--- config.mk ---
export PLATFORM = sky130hd
export DESIGN_NAME = ffa_ctrl
export DESIGN_NICKNAME = d
export VERILOG_FILES = /design/src/design/ffa_pkg.sv /design/src/design/ffa_ctrl.sv
export SDC_FILE = /design/constraint.sdc
export NUM_CORES = 1
export LEC_CHECK = 0
export ABC_AREA = 0
export BUFFER_PORTS_ARGS = -buffer_cell sky130_fd_sc_hd__buf_4
export CAP_MARGIN = 20
export CORE_AREA = 2 2 39 41
export CTS_CLUSTER_DIAMETER = 60
export DETAILED_ROUTE_END_ITERATION = 6
export DIE_AREA = 0 0 41 43
export GPL_ROUTABILITY_DRIVEN = 0
export SETUP_SLACK_MARGIN = 0.2
export SLEW_MARGIN = 10
export SYNTH_ARGS = -nofsm -noshare
export SYNTH_HDL_FRONTEND = slang
export SYNTH_SLANG_ARGS = --single-unit
--- constraint.sdc ---
create_clock -name clk -period 4.21 [get_ports clk]
set_clock_uncertainty 0.2 [all_clocks]
set_input_delay 1.0525 -clock clk [delete_from_list [all_inputs] [get_ports clk]]
set_output_delay 1.0525 -clock clk [all_outputs]
set_load 0.02 [all_outputs]
--- src/design/ffa_pkg.sv ---
`default_nettype none
// ----------------------------------------------------------------------------
// ffa_pkg: shared types and codes of the free frame allocator
// request and result payloads, status codes and the controller/datapath link
// ----------------------------------------------------------------------------
package ffa_pkg;

	localparam int FRAME_W = 11;

	localparam logic OP_ALLOC   = 1'b0;
	localparam logic OP_RELEASE = 1'b1;

	localparam logic [1:0] ST_OK      = 2'd0;
	localparam logic [1:0] ST_EMPTY   = 2'd1;
	localparam logic [1:0] ST_INVALID = 2'd2;
	localparam logic [1:0] ST_FULL    = 2'd3;

	typedef struct packed {
		logic               op;
		logic [FRAME_W-1:0] frame_in;
	} req_t;

	typedef struct packed {
		logic [FRAME_W-1:0] frame_out;
		logic [1:0]         status;
	} rsp_t;

	// controller to datapath
	typedef struct packed {
		logic       load_req;
		logic       do_fresh;
		logic       do_pop;
		logic       do_push;
		logic       load_pop;
		logic       load_err;
		logic [1:0] err_code;
	} cmd_t;

	// datapath to controller
	typedef struct packed {
		logic op;
		logic fresh_avail;
		logic empty;
		logic full;
		logic bad_frame;
	} sts_t;

endpackage

`default_nettype wire

--- src/design/ffa_ctrl.sv ---
`default_nettype none
// ----------------------------------------------------------------------------
// ffa_ctrl: request sequencer
// accepts a request, picks fresh counter, queue pop, push or error, and
// strobes the result for one cycle
// ----------------------------------------------------------------------------
module ffa_ctrl (
	input  wire logic         clk,
	input  wire logic         arst_n,
	input  wire logic         start,
	input  wire ffa_pkg::sts_t sts,
	output ffa_pkg::cmd_t     cmd,
	output logic              busy,
	output logic              done
);
	import ffa_pkg::*;

	typedef enum logic [3:0] {
		S_IDLE   = 4'b0001,
		S_DECIDE = 4'b0010,
		S_POP    = 4'b0100,
		S_RESP   = 4'b1000
	} state_t;

	state_t state_q, state_d;

	always_ff @(posedge clk or negedge arst_n) begin
		if (!arst_n) begin
			state_q <= S_IDLE;
		end else begin
			state_q <= state_d;
		end
	end

	always_comb begin
		state_d = state_q;
		cmd     = '0;
		cmd.err_code = ST_OK;
		unique case (state_q)
			S_IDLE: begin
				if (start) begin
					cmd.load_req = 1'b1;
					state_d      = S_DECIDE;
				end
			end
			S_DECIDE: begin
				state_d = S_RESP;
				if (sts.op == OP_ALLOC) begin
					// initial fill is used up before the released frames
					if (sts.fresh_avail) begin
						cmd.do_fresh = 1'b1;
					end else if (!sts.empty) begin
						cmd.do_pop = 1'b1;
						state_d    = S_POP;
					end else begin
						cmd.load_err = 1'b1;
						cmd.err_code = ST_EMPTY;
					end
				end else begin
					if (sts.bad_frame) begin
						cmd.load_err = 1'b1;
						cmd.err_code = ST_INVALID;
					end else if (sts.full) begin
						cmd.load_err = 1'b1;
						cmd.err_code = ST_FULL;
					end else begin
						cmd.do_push = 1'b1;
					end
				end
			end
			S_POP: begin
				cmd.load_pop = 1'b1;
				state_d      = S_RESP;
			end
			S_RESP: begin
				state_d = S_IDLE;
			end
			default: begin
				state_d = S_IDLE;
			end
		endcase
	end

	assign busy = (state_q != S_IDLE);
	assign done = (state_q == S_RESP);

endmodule

`default_nettype wire

==> impl_results.md <==
* Worst Max-Slew Pin Slew at roughly 0.55 ns
* H-tree depth at 1
* Layout area overhead at 62.2%
* PortBufs at 17
* Avg WL per Cell at roughly 10 µm
* Max Clk Rate at ~0.31 GHz
* Worst R2R Setup Slack at about 2.7 ns
* Critical Path Max Stage Delay at between 0.4 and 0.5 ns
* All-Layer GR Usage at 8.07%
* Warnings from Yosys at 0
* Residual overflow from global routing at 0
* Via density per instance at about 4.4
* CP Data Arrival Time at around 2.0 ns
* Die outline height at 43 µm
* I/O pin count at 18
* Diode count at 0
* Slew Viols, Final at 0
* Largest register FFs at 4
* Largest net degree at the start of global routing at 7
* Worst path slowest cell: or3b_2
* Starting Density at 19.6%
* Post-synth EDFFs at 0
* Vias in the first global route at 260
* Bufs and invs on worst path at 2
* Synth async-reset ratio at 100%
* Mapped Cells at 26
* Synth Cell Area at 272 µm²
* Fin crit period at roughly 3.2 ns
* Sink Count at 4
* Initial antenna violation count at 0
* Syn Nets at 34
* #FFs+latches synth at 4
* Pwr/cell area at around 470 mW/mm²
* Synth top area share at between 20% and 30%
* Die Span X at roughly 41 µm
* Clock Pin Slew Worst Setup and Hold Paths at roughly 0.04 ns
* Crit Path Max Fanout at 6
* Final setup violation count at 0
* CTS root buffer: clkbuf_4
* Most Frequent Cell on Critical Path: buf_4
* P_leak at 0.000199 µW
* Peak supply drop at 189 µV
* First-pass GRT wire length at between 900 and 1000 µm
* Fin. Hold Viols at 0
* Sequential element share of the synthesized area at 37.3%
* Final core occ at a little under a third
* First-pass DRT Iterations at 2
* Tightest Hold Check Type: primary input to async pin
* DRC at 0
* WS Path Type: primary input to output pin
* Setup_tns at 0 ns
* Layout cells sized above 1 at between 50% and 60%
* Max-slew headroom at 62.8%
* Distinct cell type count after synthesis at 17
* Outcome: finished, final reports clean
* Largest registers: state_q (4)
* Hpwl dp at between 500 and 600 µm
* Syn Area/Cell at roughly 10 µm²
* RSZ-0062 raised after global routing: no
* Die area at about 0.0018 mm²
* Post-CTS Resized at 0
* Required time worst endpoint at approximately 3.0 ns
* Largest register by flop count: state_q
* First DRT Iteration DRCs at 4
* RR Endpoint: state_q[3]
* Yosys top cell by area: dfrtp_1
* Most frequent cells after synthesis: 4 x and2_1, 4 x nor4b_1, 3 x dfrtp_1, 2 x a21oi_1
* Total setup buffers inserted after CTS at 0
* Worst r2r src: state_q[3]
* CTS tree: done
* Critical path endpoint category: output pin
* CTS Buf Count at 3
* DRT Wirelength at 627 µm
* Synth area leaders: dfrtp_1 28%, nor4b_1 13%, dfstp_2 9.7%, and2_1 9.2%, nor4b_4 8.8%
* CTS Buffer Depth at 2
* FF-to-FF path depth at 2
* Hold slack at just under 0.4 ns
* Row cnt at 14
* Worst-Skew Late Latency at 0.24 ns
* Core area at 0.00138 mm²
* Max-cap violations at 0
* Ys flop type: dfrtp_1
* Final #Nets at 55
* CP cell instances: buf_4 -> or3b_2 -> a21oi_1 -> buf_4
* Final Cycle Share at between 70% and 80%
* Hold_buf cts at 0
* Worst setup SP type: primary input
* Top delay family on crit path: simple AND/OR/NAND/NOR gates
* Final ANT Viol Nets at 0
* DR vias at around 270
-- routing by layer --
| layer | global-route usage, % | part of all wire, % | up-vias |
|---|---|---|---|
| li1 | - | - | 139 |
| met1 | 10.1 | 40 | 126 |
| met2 | 11.6 | 56 | 6 |
| met3 | 1.57 | 3.8 | 0 |
| met4 | 6.00 | 0 | 0 |
| met5 | 0 | 0 | - |
-- report_power, final --
| group | leakage (µW) | total, µW | internal, µW | switching, µW |
|---|---|---|---|---|
| Clock | 0.0000150 | 52.8 | 35.7 | 17.1 |
| Combinational | 0.000133 | 90.3 | 42.1 | 48.2 |
| Sequential | 0.0000511 | 65.1 | 53.2 | 11.8 |
| Total | 0.000199 | 208 | 131 | 77.1 |
-- cell usage in the layout (no fill, tap or decap) --
master / netlist / routed
a211oi_1: 1 / 1
a21oi_1: 2 / 2
and2_1: 4 / 4
buf_4: 0 / 17
clkbuf_1: 0 / 1
clkbuf_4: 0 / 3
dfrtp_1: 3 / 3
dfstp_2: 1 / 1
inv_1: 1 / 1
nand3b_1: 1 / 1
nor2_1: 1 / 1
nor3_1: 1 / 1
nor3b_2: 1 / 1
nor4b_1: 4 / 4
nor4b_4: 1 / 1
o21ai_0: 1 / 1
o21bai_1: 1 / 1
or3b_2: 1 / 1
or4b_1: 1 / 1
-- area by class of cell --
type	instances	area [µm²]
Clock buffer	4	26.3
Inverter	1	3.75
Tap cell	16	20.0
Fill cell	146	943
Timing Repair Buffer	17	128
Sequential cell	4	101
Multi-Input combinational cell	20	161
-- worst reg2reg max path: stages, from the launching register on --
cell and delay (ns):
dfrtp_1 0.41, or4b_1 0.68, o21bai_1 0.18
-- through the flow --
step           power [µW]  worst slack (ns)  cells  instance area (µm²)
6_report              208             0.970     62                  440
5_1_grt               220             0.920     62                  440
4_1_cts               211             0.972     62                  440
3_5_place_dp          157             0.974     58                  414
3_3_place_gp          156             0.986     58                  414
2_1_floorplan         120              1.06     26                  272
-- cell families after synthesis --
group           share of synthesized area [%]
flops                                    37.3
simple gates                             48.4
buf+inv                                  3.22
compound gates                           11.1
-- how the worst max path moves through the flow --
| stage | from | slack, ns | cells past startpoint | to |
|---|---|---|---|---|
| 2_1_floorplan | sts[4] | 1.06 | 2 | cmd[2] |
| 3_3_place_gp | sts[4] | 0.99 | 4 | cmd[2] |
| 3_5_place_dp | sts[4] | 0.97 | 4 | cmd[2] |
| 4_1_cts | sts[4] | 0.97 | 4 | cmd[2] |
| 5_1_grt | sts[4] | 0.92 | 4 | cmd[2] |
| 6_report | sts[4] | 0.97 | 4 | cmd[2] |
(Power assumes the default switching activity.)
